**config.mk**
```make
export PLATFORM = sky130hd
export DESIGN_NAME = keyed_token_bucket_limiter_core
export DESIGN_NICKNAME = d
export VERILOG_FILES = /design/src/design/kbl_pkg.sv /design/src/design/kbl_front.sv /design/src/design/kbl_back.sv /design/src/design/keyed_token_bucket_limiter_core.sv
export SDC_FILE = /design/constraint.sdc
export NUM_CORES = 2
export LEC_CHECK = 0
export ABC_AREA = 1
export BUFFER_PORTS_ARGS = -buffer_cell sky130_fd_sc_hd__buf_2
export CORE_UTILIZATION = 47
export DETAILED_ROUTE_END_ITERATION = 7
export SETUP_SLACK_MARGIN = 0.15
export SLEW_MARGIN = 20
export SYNTH_ARGS = -nofsm -noshare
export SYNTH_HDL_FRONTEND = slang
export SYNTH_SLANG_ARGS = --single-unit
export TNS_END_PERCENT = 10
```
**constraint.sdc**
```tcl
create_clock -name clk_i -period 9.6 [get_ports clk_i]
set_input_delay 1.92 -clock clk_i [delete_from_list [all_inputs] [get_ports clk_i]]
set_output_delay 1.92 -clock clk_i [all_outputs]
set_load 0.03 [all_outputs]
```
**src/design/kbl_pkg.sv**
```systemverilog
// ---------------------------------------------------------------------------
// kbl_pkg
// shared types and constants of the keyed token bucket limiter
// ---------------------------------------------------------------------------
package kbl_pkg;

  localparam int unsigned TableEntries = 16;
  localparam int unsigned IdxW = (TableEntries > 1) ? $clog2(TableEntries) : 1;
  localparam logic [29:0] TokenUnit = 30'd10000;

  typedef enum logic {
    OP_ADD   = 1'b0,
    OP_CHECK = 1'b1
  } opcode_e;

  typedef enum logic [2:0] {
    ST_NO_RULE  = 3'd0,
    ST_SPENT    = 3'd1,
    ST_LIMITED  = 3'd2,
    ST_STORED   = 3'd3,
    ST_FULL     = 3'd4
  } status_e;

  typedef enum logic [2:0] {
    S_IDLE,
    S_SCAN,
    S_DECIDE,
    S_MUL,
    S_REFILL,
    S_SPEND
  } back_state_e;

  typedef struct packed {
    opcode_e     opcode;
    logic [15:0] account;
    logic [3:0]  op_type;
    logic [15:0] instrument;
    logic [31:0] now;
    logic [19:0] rate;
    logic [15:0] capacity;
  } item_t;

endpackage

```
**src/design/kbl_front.sv**
```systemverilog
// ---------------------------------------------------------------------------
// kbl_front
// accepts words, normalizes rate and capacity, holds them in a two-entry queue
// ---------------------------------------------------------------------------
module kbl_front (
  input  logic           clk_i,
  input  logic           rst_ni,
  input  logic           push,
  output logic           full,
  input  kbl_pkg::item_t item_i,
  output logic           q_valid_o,
  output kbl_pkg::item_t q_item_o,
  input  logic           q_pop_i
);

  kbl_pkg::item_t mem_q [2];
  kbl_pkg::item_t norm;
  logic           wr_q, wr_d, rd_q, rd_d;
  logic [1:0]     cnt_q, cnt_d;
  logic           do_push, do_pop;

  assign full      = (cnt_q == 2'd2);
  assign do_push   = push && !full;
  assign do_pop    = q_pop_i && (cnt_q != 2'd0);
  assign q_valid_o = (cnt_q != 2'd0);
  assign q_item_o  = mem_q[rd_q];

  always_comb begin
    norm = item_i;
    if (item_i.rate == 20'd0) norm.rate = 20'd1;
    if (item_i.capacity == 16'd0) norm.capacity = 16'd1;
    wr_d  = do_push ? ~wr_q : wr_q;
    rd_d  = do_pop ? ~rd_q : rd_q;
    cnt_d = cnt_q + 2'(do_push) - 2'(do_pop);
  end

  always_ff @(posedge clk_i or negedge rst_ni) begin
    if (!rst_ni) begin
      wr_q  <= 1'b0;
      rd_q  <= 1'b0;
      cnt_q <= 2'd0;
    end else begin
      wr_q  <= wr_d;
      rd_q  <= rd_d;
      cnt_q <= cnt_d;
    end
  end

  always_ff @(posedge clk_i) begin
    if (do_push) mem_q[wr_q] <= norm;
  end

endmodule

```
**src/design/kbl_back.sv**
```systemverilog
// ---------------------------------------------------------------------------
// kbl_back
// walks the bucket table, refills and spends tokens, holds the result word
// ---------------------------------------------------------------------------
module kbl_back (
  input  logic           clk_i,
  input  logic           rst_ni,
  input  logic           q_valid_i,
  input  kbl_pkg::item_t q_item_i,
  output logic           q_pop_o,
  output logic           empty,
  input  logic           pop,
  output logic           allowed_o,
  output logic [2:0]     status_o
);

  localparam int unsigned N = kbl_pkg::TableEntries;
  localparam int unsigned W = kbl_pkg::IdxW;

  logic        valid_q [N];
  logic [15:0] acct_q  [N];
  logic [3:0]  type_q  [N];
  logic [15:0] instr_q [N];
  logic [19:0] rate_q  [N];
  logic [15:0] cap_q   [N];
  logic [29:0] tok_a_q [N];
  logic [31:0] last_q  [N];

  kbl_pkg::back_state_e state_q, state_d;
  kbl_pkg::item_t       cur_q;
  logic [W-1:0]         idx_q, slot;
  logic                 hit_e_q, hit_w_q, hit_f_q;
  logic [W-1:0]         e_idx_q, w_idx_q, f_idx_q;
  logic [51:0]          prod_q;
  logic [29:0]          capu_q, tok_q;
  logic                 ezero_q;
  logic                 out_valid_q, out_allowed_q;
  kbl_pkg::status_e     out_status_q;

  logic             key_m, m_e, m_w, m_f, scan_last, have_slot;
  logic             res_we, res_allowed, start, wr_rule;
  kbl_pkg::status_e res_status;
  logic [31:0]      elapsed;
  logic [52:0]      sum;

  assign empty     = !out_valid_q;
  assign allowed_o = out_allowed_q;
  assign status_o  = out_status_q;
  assign q_pop_o   = start;

  always_comb begin
    key_m     = valid_q[idx_q] && (acct_q[idx_q] == cur_q.account)
                && (type_q[idx_q] == cur_q.op_type);
    m_e       = key_m && (instr_q[idx_q] == cur_q.instrument);
    m_w       = key_m && (instr_q[idx_q] == 16'd0);
    m_f       = !valid_q[idx_q];
    scan_last = (idx_q == W'(N - 1));
    elapsed   = cur_q.now - last_q[idx_q];
    sum       = 53'(tok_a_q[idx_q]) + 53'(prod_q);
    if (cur_q.opcode == kbl_pkg::OP_ADD) begin
      have_slot = hit_e_q || hit_f_q;
      slot      = hit_e_q ? e_idx_q : f_idx_q;
    end else begin
      have_slot = hit_e_q || hit_w_q;
      slot      = hit_e_q ? e_idx_q : w_idx_q;
    end
  end

  always_comb begin
    state_d = state_q;
    unique case (state_q)
      kbl_pkg::S_IDLE:   if (q_valid_i && !out_valid_q) state_d = kbl_pkg::S_SCAN;
      kbl_pkg::S_SCAN:   if (scan_last) state_d = kbl_pkg::S_DECIDE;
      kbl_pkg::S_DECIDE: begin
        if (cur_q.opcode == kbl_pkg::OP_CHECK && have_slot) state_d = kbl_pkg::S_MUL;
        else state_d = kbl_pkg::S_IDLE;
      end
      kbl_pkg::S_MUL:    state_d = kbl_pkg::S_REFILL;
      kbl_pkg::S_REFILL: state_d = kbl_pkg::S_SPEND;
      kbl_pkg::S_SPEND:  state_d = kbl_pkg::S_IDLE;
      default:           state_d = kbl_pkg::S_IDLE;
    endcase
  end

  always_comb begin
    start       = 1'b0;
    res_we      = 1'b0;
    res_allowed = 1'b0;
    res_status  = kbl_pkg::ST_NO_RULE;
    wr_rule     = 1'b0;
    unique case (state_q)
      kbl_pkg::S_IDLE: start = q_valid_i && !out_valid_q;
      kbl_pkg::S_DECIDE: begin
        if (cur_q.opcode == kbl_pkg::OP_ADD) begin
          res_we     = 1'b1;
          wr_rule    = have_slot;
          res_status = have_slot ? kbl_pkg::ST_STORED : kbl_pkg::ST_FULL;
        end else if (!have_slot) begin
          res_we      = 1'b1;
          res_allowed = 1'b1;
          res_status  = kbl_pkg::ST_NO_RULE;
        end
      end
      kbl_pkg::S_SPEND: begin
        res_we      = 1'b1;
        res_allowed = (tok_q >= kbl_pkg::TokenUnit);
        res_status  = res_allowed ? kbl_pkg::ST_SPENT : kbl_pkg::ST_LIMITED;
      end
      default: ;
    endcase
  end

  always_ff @(posedge clk_i or negedge rst_ni) begin
    if (!rst_ni) begin
      state_q     <= kbl_pkg::S_IDLE;
      out_valid_q <= 1'b0;
      for (int i = 0; i < N; i++) valid_q[i] <= 1'b0;
    end else begin
      state_q <= state_d;
      if (res_we) out_valid_q <= 1'b1;
      else if (pop && out_valid_q) out_valid_q <= 1'b0;
      if (wr_rule) valid_q[slot] <= 1'b1;
    end
  end

  always_ff @(posedge clk_i) begin
    if (start) begin
      cur_q   <= q_item_i;
      idx_q   <= '0;
      hit_e_q <= 1'b0;
      hit_w_q <= 1'b0;
      hit_f_q <= 1'b0;
    end
    if (state_q == kbl_pkg::S_SCAN) begin
      if (m_e && !hit_e_q) begin
        hit_e_q <= 1'b1;
        e_idx_q <= idx_q;
      end
      if (m_w && !hit_w_q) begin
        hit_w_q <= 1'b1;
        w_idx_q <= idx_q;
      end
      if (m_f && !hit_f_q) begin
        hit_f_q <= 1'b1;
        f_idx_q <= idx_q;
      end
      if (!scan_last) idx_q <= idx_q + W'(1);
    end
    if (state_q == kbl_pkg::S_DECIDE) idx_q <= slot;
    if (wr_rule) begin
      acct_q[slot]  <= cur_q.account;
      type_q[slot]  <= cur_q.op_type;
      instr_q[slot] <= cur_q.instrument;
      rate_q[slot]  <= cur_q.rate;
      cap_q[slot]   <= cur_q.capacity;
      tok_a_q[slot] <= 30'(cur_q.capacity) * kbl_pkg::TokenUnit;
      last_q[slot]  <= cur_q.now;
    end
    if (state_q == kbl_pkg::S_MUL) begin
      prod_q  <= 52'(elapsed) * 52'(rate_q[idx_q]);
      capu_q  <= 30'(cap_q[idx_q]) * kbl_pkg::TokenUnit;
      ezero_q <= (elapsed == 32'd0);
    end
    if (state_q == kbl_pkg::S_REFILL) begin
      if (ezero_q) tok_q <= tok_a_q[idx_q];
      else if (sum > 53'(capu_q)) tok_q <= capu_q;
      else tok_q <= sum[29:0];
    end
    if (state_q == kbl_pkg::S_SPEND) begin
      tok_a_q[idx_q] <= res_allowed ? (tok_q - kbl_pkg::TokenUnit) : tok_q;
      if (!ezero_q) last_q[idx_q] <= cur_q.now;
    end
    if (res_we) begin
      out_allowed_q <= res_allowed;
      out_status_q  <= res_status;
    end
  end

endmodule

```
**src/design/keyed_token_bucket_limiter_core.sv**
```systemverilog
// flow: a word waits in the input queue, then the back end walks every table entry for
// a rule add or a check; a check that hits a bucket adds the multiply, refill and spend steps
// the back end takes a new word only when idle with the result register empty, one word at
// a time, set by the one-entry-a-cycle table walk in the back end
// reset: all table entries invalid, input queue and result register empty
// ---------------------------------------------------------------------------
// keyed_token_bucket_limiter_core
// table of keyed token buckets with add-rule and check operations
// ---------------------------------------------------------------------------
module keyed_token_bucket_limiter_core (
  input  logic        clk_i,
  input  logic        rst_ni,
  input  logic        push,
  output logic        full,
  input  logic        opcode_i,
  input  logic [15:0] account_id_i,
  input  logic [3:0]  op_type_i,
  input  logic [15:0] instrument_id_i,
  input  logic [31:0] now_ms_i,
  input  logic [19:0] rate_tenths_i,
  input  logic [15:0] bucket_capacity_i,
  output logic        empty,
  input  logic        pop,
  output logic        allowed_o,
  output logic [2:0]  status_o
);

  kbl_pkg::item_t in_item, q_item;
  logic           q_valid, q_pop;

  always_comb begin
    in_item.opcode     = kbl_pkg::opcode_e'(opcode_i);
    in_item.account    = account_id_i;
    in_item.op_type    = op_type_i;
    in_item.instrument = instrument_id_i;
    in_item.now        = now_ms_i;
    in_item.rate       = rate_tenths_i;
    in_item.capacity   = bucket_capacity_i;
  end

  kbl_front u_front (
    .clk_i     (clk_i),
    .rst_ni    (rst_ni),
    .push      (push),
    .full      (full),
    .item_i    (in_item),
    .q_valid_o (q_valid),
    .q_item_o  (q_item),
    .q_pop_i   (q_pop)
  );

  kbl_back u_back (
    .clk_i     (clk_i),
    .rst_ni    (rst_ni),
    .q_valid_i (q_valid),
    .q_item_i  (q_item),
    .q_pop_o   (q_pop),
    .empty     (empty),
    .pop       (pop),
    .allowed_o (allowed_o),
    .status_o  (status_o)
  );

endmodule

```
==> impl_metrics.ini <==
[run_status]
status = finished clean

[finish]
nets = 13318
multiInputGateArea_um2 = 48700
areaGrowthSynthToFinish_pct = 15.0
layout-drive-gt1-share = 0.138
seqCellArea_um2 = 78400
utilization = 0.546
stdcell_count = 16172
fill_cells = 23743

[timing]
slew_viol_final = 0
period_minus_slack_ns = 9.35
slew_headroom = 0.219
rsz0062_at_grt = yes
period_share = 0.974
fmax_ghz = 0.107
setup_viol = 0
finClkSkew_ns = 0.0884
worstMarginPinSlew_ns = 1.17
finalHoldViolCount = 0

[drt]
drtAntennaViolNets = 0
remaining_drc_errors = 0
num_vias = 91917
drtIter0Drc = 8929
drt-pass1-iter-count = 6
routedWlPerCell_um = 25.7
routed_via_density = 5.68
wl_mm = 416

[clock_network]
clkSlewWorstSetupHoldPaths_ns = 0.06
holdBufCountCts = 0
clk_latency_ns = 0.90
cts.sinks = 2615
tritoncts = built
numCtsBuffers = 278
clockRootBuffer = clkbuf_16
clockBufferDepth = 4
h-tree-depth = 5

[critical_path]
cp_max_fo = 7
crit_path_end_kind = flop
reg2reg_depth = 42
worst_setup_path_start_kind = flop
r2r_slack_ns = 0.25
startpoint = u_back.idx_q[1]
cp-endpoint = u_back.prod_q[45]
worstSetupPathType = reg -> reg
crit_path_frequent_cell = inv_1
arrival_ns = 9.93
timing.rr.end = u_back.prod_q[45]
reg2reg_from = u_back.idx_q[1]
slowest_delay_ns = 0.58
worstPathRequired_ns = 10.18
slowest_stage = fa_2

[grt]
grt_max_degree = 188
track_usage = 0.289
grt-ovfl-total = 0
antenna_found_initial = 17
grt_pass1_wl_mm = 607
grt_pass1_vias = 91847

[die]
core_area_um2 = 280000
die_w_um = 534
die_area_um2 = 285000
die-height_um = 534
core.rowCount = 194
start_util = 0.474
io_pins = 115

[place]
port_buffers = 114
dp_hpwl_mm = 273
place.gp.congestion = 0.955
dp_cells = 15596

[synth]
yosysSeqAreaShare = 0.590
syn_avg_cell_area_um2 = 11.4
yosys_register_bits = 2615
syn_area_um2 = 133000
syn_inst = 11663
ys_warn_count = 0
synth_nets = 12774
ys_types = 63
async_flop_share = 0.00918
synth_edf_count = 2584
synth-main-ff-cell = edfxtp_1

[flow_run]
maxCapViolations = 0

[hold_path]
hp-class = reg -> reg
per-layer routing:
| layer | wire [um] | share of wire | up-vias | global-route usage |
|---|---|---|---|---|
| met1 | 171000 | 0.41 | 46060 | 0.391 |
| met4 | 17900 | 0.043 | 6 | 0.115 |
| met5 | 34 | 0.000082 | - | 0 |
| met2 | 197000 | 0.47 | 3824 | 0.474 |
| met3 | 30400 | 0.073 | 688 | 0.0360 |
| li1 | - | - | 41339 | - |
worst max-delay path: cells and delay by family, from the launching register on:
family	cells	cell delay (ns)
AOI/OAI and AO/OA	9	1.50
xor gates and xnor gates	1	0.14
adders and majority gates	10	4.20
buffers and inverters	14	1.64
DFF	1	0.37
and+or+nand+nor	8	1.15
cells in the final DEF (no fill, tap or decap), types with 36 or more instances in the layout:
cell | synthesis | routed
nand2_2 | 22 | 39
a211oi_1 | 36 | 36
o221ai_1 | 106 | 104
nor3_1 | 49 | 44
xnor2_1 | 53 | 53
o21ai_0 | 822 | 783
nand3_1 | 391 | 385
nand4_1 | 164 | 164
edfxtp_1 | 2584 | 2584
clkbuf_1 | 335 | 65
a21oi_1 | 488 | 443
clkinv_2 | 0 | 38
nor2_1 | 1277 | 1197
o2111ai_1 | 42 | 41
o22ai_1 | 142 | 141
o21ai_1 | 9 | 39
nor2_4 | 3 | 60
mux2_2 | 105 | 105
ha_1 | 394 | 369
buf_4 | 9 | 625
clkbuf_16 | 0 | 295
nor2_2 | 13 | 36
xor2_1 | 101 | 95
inv_1 | 1257 | 1238
fa_1 | 608 | 595
buf_12 | 0 | 56
nand2_1 | 2018 | 1998
a221oi_1 | 89 | 74
buf_2 | 180 | 114
a21oi_2 | 1 | 42
clkinv_1 | 9 | 60
state kept, by name, summed over array words and instances (netlist names), 2 cells and up:
register,count
u_back.tok_q,30
u_back.type_q,64
u_back.state_q,3
u_back.capu_q,26
u_back.w_idx_q,4
u_back.acct_q,256
u_back.tok_a_q,480
u_back.rate_q,320
u_back.f_idx_q,4
u_back.last_q,512
u_back.idx_q,4
u_back.cur_q,105
u_front.mem_q,210
u_back.instr_q,256
u_back.status_o,3
u_back.cap_q,256
u_front.cnt_q,2
u_back.e_idx_q,4
u_back.valid_q,16
u_back.prod_q,52
synth_stat cells, types with 11 or more instances:
cell type	count	area (um^2)
o211ai_1	19	143
a211oi_1	36	270
nand3_1	391	1960
a32o_1	21	210
or2_2	35	219
nand4_1	164	1030
clkbuf_1	335	1260
nand2_2	22	138
o21a_1	14	105
ha_1	394	4930
a31oi_1	25	156
nor4_1	29	181
fa_1	608	12200
a21oi_1	488	2440
nor2_2	13	81.3
o221ai_1	106	928
a221oi_1	89	780
xor2_1	101	885
nand3b_1	11	82.6
xnor2_1	53	464
o22ai_1	142	888
o21bai_1	19	143
buf_1	50	188
nand2_1	2018	7570
dfrtp_1	24	601
a21o_1	21	158
mux2_2	105	1180
buf_2	180	901
inv_1	1257	4720
nor3_1	49	245
nor2_1	1277	4790
o21ai_0	822	4110
o2111ai_1	42	368
edfxtp_1	2584	77600
inv_2	18	67.6
cell type report:
type,count,share of cell area
Tap cell,3724,0.0305
Clock inverter,142,0.00915
Clock buffer,357,0.0492
Sequential cell,2615,0.513
Inverter,1284,0.0322
Antenna cell,22,0.000360
Timing Repair inverter,1,0.000106
Timing Repair Buffer,842,0.0471
Multi-Input combinational cell,7185,0.319
worst min path at each step:
stage               slack (ns)              start                 to  depth (start not counted)
floorplan                 0.42  u_back.valid_q[0]  u_back.valid_q[0]                          2
global placement          0.44  u_back.valid_q[3]  u_back.valid_q[3]                          2
detailed placement        0.45  u_back.valid_q[0]  u_back.valid_q[0]                          2
CTS                       0.46  u_back.valid_q[0]  u_back.valid_q[0]                          2
global route              0.48  u_back.valid_q[5]  u_back.valid_q[5]                          2
finish                    0.46  u_back.valid_q[9]  u_back.valid_q[9]                          2
through the flow:
stage | cell area [um^2] | setup TNS [ns] | hold WS, ns | setup slack [ns]
detailed placement | 142000 | -0.988 | 0.447 | -0.159
global route | 153000 | -0.0291 | 0.476 | -0.0291
global placement | 142000 | -1.25 | 0.440 | -0.203
floorplan | 133000 | 0 | 0.424 | 0.164
finish | 153000 | 0 | 0.462 | 0.254
CTS | 151000 | 0 | 0.460 | 0.107
what timing repair did:
action / CTS / global route
pin swaps: 1 / 78
hold endpoints to repair: 0 / 0
setup endpoints to repair: 24 / 33
resized for setup: 44 / 278
gates cloned: 2 / 7
setup buffers: 10 / 33
kinds of logic after synthesis:
logic type,Yosys count,share of synthesized area
compound gates,1882,0.0828
xor+xnor,154,0.0102
fa+ha+maj,1002,0.129
buf+inv,1863,0.0549
flops,2615,0.590
mux,105,0.00890
simple gates,4042,0.125
Power is left out: the tool's default activity adds up to more than one toggle a clock period on the data nets, which glitch-free logic cannot reach.
